--- config.mk ---
export PLATFORM = sky130hd
export DESIGN_NAME = wbts_front
export DESIGN_NICKNAME = d
export VERILOG_FILES = /design/src/rtl/wbts_pkg.sv /design/src/rtl/wbts_front.sv
export SDC_FILE = /design/constraint.sdc
export NUM_CORES = 1
export LEC_CHECK = 0
export BUFFER_PORTS_ARGS = -buffer_cell sky130_fd_sc_hd__buf_2
export CORE_MARGIN = 3
export CORE_UTILIZATION = 54
export DETAILED_ROUTE_END_ITERATION = 8
export GPL_TIMING_DRIVEN = 0
export PLACE_DENSITY = 0.91
export SYNTH_ARGS = -nofsm -noshare
export SYNTH_HDL_FRONTEND = slang
export SYNTH_SLANG_ARGS = --single-unit
--- constraint.sdc ---
create_clock -name clock -period 5.6 [get_ports clock]
set_input_delay 0.28 -clock clock [delete_from_list [all_inputs] [get_ports clock]]
set_output_delay 0.28 -clock clock [all_outputs]
set_load 0.005 [all_outputs]
--- src/rtl/wbts_pkg.sv ---
package wbts_pkg;

   // Default sizes of the texture store and the number formats
   localparam int MAX_SIDE_DEF       = 64;
   localparam int TEXEL_BITS_DEF     = 16;
   localparam int COORD_INT_BITS_DEF = 8;

   // Fixed field widths of the stream and register ports
   localparam int IDX_W          = 12;
   localparam int VALUE_W        = 16;
   localparam int COORD_W        = 16;
   localparam int SAMPLE_W       = 16;
   localparam int REQ_TDATA_W    = 64;
   localparam int CFG_W          = 7;
   localparam int CSR_ADDR_W     = 2;
   localparam int CFG_RESET_SIDE = 64;

   // Depth of the result queue; also the number of samples allowed in flight
   localparam int RSP_DEPTH = 2;

   typedef enum logic {
      REQ_WRITE  = 1'b0,
      REQ_SAMPLE = 1'b1
   } req_kind_type;

   typedef enum logic [CSR_ADDR_W-1:0] {
      CSR_TEX_WIDTH  = 2'd0,
      CSR_TEX_HEIGHT = 2'd1
   } csr_reg_type;

endpackage

--- src/rtl/wbts_front.sv ---
module wbts_front #(
   parameter int MAX_SIDE       = wbts_pkg::MAX_SIDE_DEF,
   parameter int COORD_INT_BITS = wbts_pkg::COORD_INT_BITS_DEF
) (
   input  logic                                  clock,
   input  logic                                  reset,
   input  logic                                  in_valid,
   output logic                                  in_ready,
   input  wbts_pkg::req_kind_type                in_kind,
   input  logic [wbts_pkg::IDX_W-1:0]            in_index,
   input  logic [wbts_pkg::VALUE_W-1:0]          in_value,
   input  logic [wbts_pkg::COORD_W-1:0]          in_cx,
   input  logic [wbts_pkg::COORD_W-1:0]          in_cy,
   input  logic [$clog2(MAX_SIDE+1)-1:0]         tex_width,
   input  logic [$clog2(MAX_SIDE+1)-1:0]         tex_height,
   output logic                                  out_valid,
   input  logic                                  out_ready,
   output wbts_pkg::req_kind_type                out_kind,
   output logic [wbts_pkg::IDX_W-1:0]            out_index,
   output logic [wbts_pkg::VALUE_W-1:0]          out_value,
   output logic [$clog2(MAX_SIDE+1)-1:0]         out_x1,
   output logic [$clog2(MAX_SIDE+1)-1:0]         out_y1,
   output logic [((wbts_pkg::COORD_W-COORD_INT_BITS) > 0 ?
                  (wbts_pkg::COORD_W-COORD_INT_BITS) : 1)-1:0] out_fx,
   output logic [((wbts_pkg::COORD_W-COORD_INT_BITS) > 0 ?
                  (wbts_pkg::COORD_W-COORD_INT_BITS) : 1)-1:0] out_fy
);
   import wbts_pkg::*;

   localparam int FRAC_BITS = COORD_W - COORD_INT_BITS;
   localparam int FRAC_W    = FRAC_BITS > 0 ? FRAC_BITS : 1;
   localparam int SIDE_W    = $clog2(MAX_SIDE + 1);
   // Remainder bits resolved per cycle, and cycles per coordinate
   localparam int STEPS     = (COORD_INT_BITS + 3) / 4;
   localparam int MOD_CYC   = (COORD_INT_BITS + STEPS - 1) / STEPS;
   localparam int DIV_W     = MOD_CYC * STEPS;
   localparam int CNT_W     = MOD_CYC > 1 ? $clog2(MOD_CYC) : 1;
   localparam logic [COORD_W-1:0] FMASK = COORD_W'((1 << FRAC_BITS) - 1);

   logic                valid_ff, valid_in;
   req_kind_type        kind_ff;
   logic [IDX_W-1:0]    index_ff;
   logic [VALUE_W-1:0]  value_ff;
   logic [FRAC_W-1:0]   fx_ff, fy_ff;
   logic [DIV_W-1:0]    divx_ff, divx_in, divy_ff, divy_in;
   logic [SIDE_W-1:0]   remx_ff, remx_in, remy_ff, remy_in;
   logic [CNT_W-1:0]    cnt_ff, cnt_in;

   logic [DIV_W-1:0]    divx_nx, divy_nx;
   logic [SIDE_W-1:0]   remx_nx, remy_nx;
   logic                last, move, accept, step;

   // Restoring remainder, STEPS dividend bits per cycle
   always_comb begin
      logic [SIDE_W:0] tx, ty;
      divx_nx = divx_ff;
      divy_nx = divy_ff;
      remx_nx = remx_ff;
      remy_nx = remy_ff;
      for (int s = 0; s < STEPS; s++) begin
         tx = {remx_nx, divx_nx[DIV_W-1]};
         ty = {remy_nx, divy_nx[DIV_W-1]};
         divx_nx = divx_nx << 1;
         divy_nx = divy_nx << 1;
         if (tx >= {1'b0, tex_width}) begin
            tx = tx - {1'b0, tex_width};
         end
         if (ty >= {1'b0, tex_height}) begin
            ty = ty - {1'b0, tex_height};
         end
         remx_nx = tx[SIDE_W-1:0];
         remy_nx = ty[SIDE_W-1:0];
      end
   end

   assign last      = (cnt_ff == CNT_W'(MOD_CYC - 1));
   assign out_valid = valid_ff && (kind_ff == REQ_WRITE || last);
   assign move      = out_valid && out_ready;
   assign in_ready  = !valid_ff || move;
   assign accept    = in_valid && in_ready;
   // The final step is taken only as the item leaves
   assign step      = valid_ff && kind_ff == REQ_SAMPLE && !last;

   always_comb begin
      valid_in = valid_ff;
      cnt_in   = cnt_ff;
      divx_in  = divx_ff;
      divy_in  = divy_ff;
      remx_in  = remx_ff;
      remy_in  = remy_ff;
      if (accept) begin
         valid_in = 1'b1;
         cnt_in   = '0;
         divx_in  = DIV_W'(in_cx >> FRAC_BITS);
         divy_in  = DIV_W'(in_cy >> FRAC_BITS);
         remx_in  = '0;
         remy_in  = '0;
      end else begin
         if (move) begin
            valid_in = 1'b0;
         end
         if (step) begin
            cnt_in  = cnt_ff + CNT_W'(1);
            divx_in = divx_nx;
            divy_in = divy_nx;
            remx_in = remx_nx;
            remy_in = remy_nx;
         end
      end
   end

   always_ff @(posedge clock) begin
      if (reset) begin
         valid_ff <= 1'b0;
         cnt_ff   <= '0;
      end else begin
         valid_ff <= valid_in;
         cnt_ff   <= cnt_in;
      end
   end

   always_ff @(posedge clock) begin
      divx_ff <= divx_in;
      divy_ff <= divy_in;
      remx_ff <= remx_in;
      remy_ff <= remy_in;
      if (accept) begin
         kind_ff  <= in_kind;
         index_ff <= in_index;
         value_ff <= in_value;
         fx_ff    <= FRAC_W'(in_cx & FMASK);
         fy_ff    <= FRAC_W'(in_cy & FMASK);
      end
   end

   assign out_kind  = kind_ff;
   assign out_index = index_ff;
   assign out_value = value_ff;
   assign out_x1    = remx_nx;
   assign out_y1    = remy_nx;
   assign out_fx    = fx_ff;
   assign out_fy    = fy_ff;

endmodule

==> impl_summary.txt <==
----------------------------------------------------
[Clocking]
  Bufs on Longest Clock Path ... 2
  Hold buffer count at cts ... 0
  Resized cells post-CTS ... 0
  Clk root buf ... sky130_fd_sc_hd__clkbuf_8
  CTS tree ... done
  Deepest level of the CTS H-tree ... 3
  CTS sink count ... 78
  Clk pin slew, worst setup/hold paths ... 0.09 ns
  Clock network latency to the later pin of the worst-skew pair ... between 0.3 and 0.4 ns
  Post-CTS setup buffers ... 0
  Inserted Clock Buffers ... 9

[Yosys]
  Post-Synth Adder-Cell Area ... around 10%
  Dominant combinational cell family by area after synthesis ... compound AO/OA/AOI/OAI gates
  Post-synth EDFFs ... 61
  Synth cell types ... 60
  Most used flip-flop cell after synthesis ... sky130_fd_sc_hd__edfxtp_1
  Xor and xnor area share after synthesis ... under 10%
  Portion of the post-synthesis area used by sequential elements ... between 40% and 50%
  Simple logic cell fraction of the synthesized area ... between 10% and 20%
  Top-count cell post-synth ... sky130_fd_sc_hd__edfxtp_1
  Cell Area, Synth ... between 4000 and 5000 um2
  Top cell type's share of synthesized area ... 41.2%
  Leading post-synthesis cells by cell area ... sky130_fd_sc_hd__edfxtp_1 (41%), sky130_fd_sc_hd__ha_1 (8.2%), sky130_fd_sc_hd__dfxtp_1 (7.6%)
  Flops & latches, synth ... ~80
  Mean cell area of the mapped netlist ... 10.7 um2
  Synth top cells by count ... sky130_fd_sc_hd__edfxtp_1 (61), sky130_fd_sc_hd__nand2_1 (54), sky130_fd_sc_hd__inv_1 (32), sky130_fd_sc_hd__ha_1 (29), sky130_fd_sc_hd__nor2_1 (26)
  Multiplexer share of the synthesized area ... 2.14%
  Area fraction in compound gates after synthesis ... approximately a fifth
  Fraction of registers with async set/reset ... 0%
  Synth area leader ... sky130_fd_sc_hd__edfxtp_1
  Total nets after synthesis ... 528
  Synthesis warning total ... 0
  Number of standard cells after synthesis ... roughly 420

[Pwr]
  Largest voltage drop on the vdd net ... approximately 0.24 mV
  Cell leakage power ... roughly 2.5 nW
  Cell Pwr Density ... between 500 and 600 nW/um2
  Post-layout total power ... 2.87 mW

[Layout]
  Post-route cell area ... 5500 um2
  Antenna diode count ... 0
  Multi-input gate area ... about 2100 um2
  Area taken by flip-flops and latches ... approximately 2200 um2
  Fraction of layout cells with a size suffix above 1 ... approximately a third
  Area growth from synthesis to layout ... 23.5%
  Number of filler cells placed in the layout ... ~620
  Final Instance Count excl. Fillers ... approximately 670
  Nets@finish ... roughly 680

[Routing]
  Detailed-routing iteration count for the pre-antenna-repair pass ... 4
  Post-DR vias/cell ... between 5 and 6
  Total detailed-routing wirelength ... between 10 and 15 mm
  DRT iter0 DRCs ... about 200
  Count of unresolved DRC violations after routing ... 0
  Count of vias placed by the detailed router ... around 4000
  Post-route antenna net violation count ... 0
  Routed length per placed instance ... 17.1 um

[Timing]
  Maximum clock skew at final layout ... between 0.01 and 0.015 ns
  Post-route fraction of the period consumed by the critical path ... between 80% and 90%
  Max Slew Vio Count ... 0
  Max_slew headroom ... 55.2%
  Setup repair after global routing missed its margin ... false
  Post-Route Setup TNS ... 0 ns
  Achievable clock frequency ... 202 MHz
  Clock period minus final worst setup slack ... 4.96 ns
  Transition time at the pin with the least slew margin ... around 0.67 ns
  Hold violation total from the final report ... 0
  Final setup violating endpoints ... 0

[GRT]
  Maximum number of pins on one net before global-route repair ... 37
  Global-route wire length before repair ... approximately 19 mm
  GRT Util Overall ... between 20% and 30%
  Final global-route overflow total ... 0
  GR Util met2 ... between 40% and 50%
  Number of global-route vias before repair ... ~4000
  Most crowded layer after global routing ... met2
  Initial antenna violation count ... 0
  Global-route track usage on met1 ... around 29%
  Fraction of met3 tracks used by global routing ... slightly below 8%

[Place]
  Half-perimeter wire length of the detailed placement result ... 9.00 mm
  Area post-placement ... 5290 um2
  Final weighted congestion in routability-driven placement ... around 0.97
  # placed instances ... roughly 660
  Number of port buffers ... around 140

[Status]
  Result of the run ... complete, no violations

[Die]
  Die height ... 96.8 um
  Starting density of the core ... a little under three fifths
  Die W ... slightly below 100 um
  DIE AREA ... around 9400 um2
  Standard cell core area ... a little under 8000 um2
  Row Count ... 32
  Total I/O pin count ... between 100 and 150

[Critical path]
  CP startpoint kind ... flip-flop
  Critical Path RT ... 5.32 ns
  Highest net fanout along the worst path ... 10
  Endpoint kind of the worst setup timing path ... primary output
  Worst endpoint data arrival time ... 4.68 ns
  Start-to-end type of the worst setup path ... flip-flop to primary output

[Flow run]
  Max-capacitance violation count ... 0

[Worst hold path]
  Classification of the worst-slack hold path ... input pin to flip-flop

----------------------------------------------------
-- worst paths after layout --
path	from	endpoint	slack, ns	depth (start not counted)
worst max-delay path	divx_ff[7]	out_x1[0]	0.64	16
worst min-delay path	in_value[5]	out_value[5]	0.10	1
worst max register to register	divx_ff[7]	remx_ff[0]	1.19	16
worst min register to register	remy_ff[6]	remy_ff[6]	0.48	2
-- cells by family after synthesis --
kind of cell,after synthesis
flip-flops,78
buffers and inverters,38
AND/OR/NAND/NOR,132
XOR/XNOR,8
AO/OA/AOI/OAI,118
multiplexers,9
adder cells (fa/ha/maj),33
-- layer usage --
layer	part of all wire [%]	up-vias
met2	50	181
met3	9.6	23
met1	39	1838
met5	0	-
met4	1.8	0
li1	-	1868
-- state kept, by name (all words and copies together), names as in the netlist, 7 cells and up --
register / cells
out_value: 16
out_index: 12
divx_ff: 8
divy_ff: 8
out_fx: 8
out_fy: 8
remx_ff: 7
remy_ff: 7
-- placed cells by master, fill, tap and decap left out, types with 3 or more instances in the layout --
| cell type | synthesis | routed |
|---|---|---|
| sky130_fd_sc_hd__nand4_1 | 6 | 6 |
| sky130_fd_sc_hd__and3_1 | 4 | 4 |
| sky130_fd_sc_hd__a211oi_1 | 6 | 6 |
| sky130_fd_sc_hd__ha_1 | 29 | 29 |
| sky130_fd_sc_hd__inv_1 | 32 | 32 |
| sky130_fd_sc_hd__clkbuf_1 | 3 | 3 |
| sky130_fd_sc_hd__nand3_1 | 6 | 6 |
| sky130_fd_sc_hd__a21o_1 | 8 | 8 |
| sky130_fd_sc_hd__o22ai_1 | 4 | 4 |
| sky130_fd_sc_hd__nor2_1 | 26 | 26 |
| sky130_fd_sc_hd__xor2_1 | 4 | 4 |
| sky130_fd_sc_hd__o21bai_1 | 3 | 3 |
| sky130_fd_sc_hd__nor2b_1 | 7 | 7 |
| sky130_fd_sc_hd__xnor2_1 | 4 | 4 |
| sky130_fd_sc_hd__a31oi_1 | 3 | 3 |
| sky130_fd_sc_hd__mux2_2 | 4 | 4 |
| sky130_fd_sc_hd__o21ai_0 | 22 | 22 |
| sky130_fd_sc_hd__mux2i_1 | 5 | 5 |
| sky130_fd_sc_hd__nand2_1 | 54 | 54 |
| sky130_fd_sc_hd__dfxtp_1 | 17 | 17 |
| sky130_fd_sc_hd__fa_1 | 4 | 4 |
| sky130_fd_sc_hd__o21ai_1 | 4 | 4 |
| sky130_fd_sc_hd__a21oi_1 | 14 | 14 |
| sky130_fd_sc_hd__o21ai_2 | 3 | 3 |
| sky130_fd_sc_hd__edfxtp_1 | 61 | 61 |
| sky130_fd_sc_hd__or2_2 | 3 | 3 |
| sky130_fd_sc_hd__a211oi_2 | 3 | 3 |
| sky130_fd_sc_hd__and2_1 | 4 | 4 |
| sky130_fd_sc_hd__buf_2 | 2 | 142 |
| sky130_fd_sc_hd__o21a_1 | 5 | 5 |
| sky130_fd_sc_hd__nor3_1 | 10 | 10 |
| sky130_fd_sc_hd__o31ai_1 | 6 | 6 |
| sky130_fd_sc_hd__clkbuf_8 | 0 | 9 |
| sky130_fd_sc_hd__a22o_1 | 9 | 9 |
-- area by class of cell --
cell class | count | share of cell area (%)
Buffer | 6 | 0.478
Clock buffer | 9 | 2.25
Sequential cell | 78 | 39.5
Timing Repair Buffer | 140 | 13.0
Multi-Input combinational cell | 300 | 38.8
Clock inverter | 7 | 1.43
Inverter | 32 | 2.19
Tap cell | 102 | 2.32
-- where the power goes --
| part | total [mW] | leakage (nW) | switching [mW] | internal (mW) |
|---|---|---|---|---|
| Combinational | 1.68 | 1.68 | 0.937 | 0.747 |
| Sequential | 0.753 | 0.732 | 0.0538 | 0.699 |
| Clock | 0.433 | 0.0998 | 0.222 | 0.212 |
-- metrics by stage --
stage	utilization, %	hold slack, ns	setup WS (ns)
6_report	70.0	0.101	0.641
5_1_grt	70.0	0.0841	0.339
4_1_cts	70.0	0.0880	0.685
3_5_place_dp	67.5	0.458	1.14
3_3_place_gp	67.2	0.456	1.22
2_1_floorplan	-	0.349	1.79
-- worst max-delay path, cell delays in order (launching register included) --
cell,delay [ns]
sky130_fd_sc_hd__edfxtp_1,0.41
sky130_fd_sc_hd__inv_1,0.12
sky130_fd_sc_hd__ha_1,0.18
sky130_fd_sc_hd__inv_1,0.06
sky130_fd_sc_hd__fa_1,0.45
sky130_fd_sc_hd__a211oi_2,0.29
sky130_fd_sc_hd__o21ai_1,0.14
sky130_fd_sc_hd__a21oi_1,0.19
sky130_fd_sc_hd__buf_2,0.26
sky130_fd_sc_hd__o21ai_0,0.19
sky130_fd_sc_hd__fa_1,0.49
sky130_fd_sc_hd__a211oi_1,0.29
sky130_fd_sc_hd__o21ai_1,0.16
sky130_fd_sc_hd__a31oi_1,0.39
sky130_fd_sc_hd__o31a_4,0.28
sky130_fd_sc_hd__mux2i_1,0.26
sky130_fd_sc_hd__buf_2,0.16
Note: power is estimated with default switching activity, not from simulation.
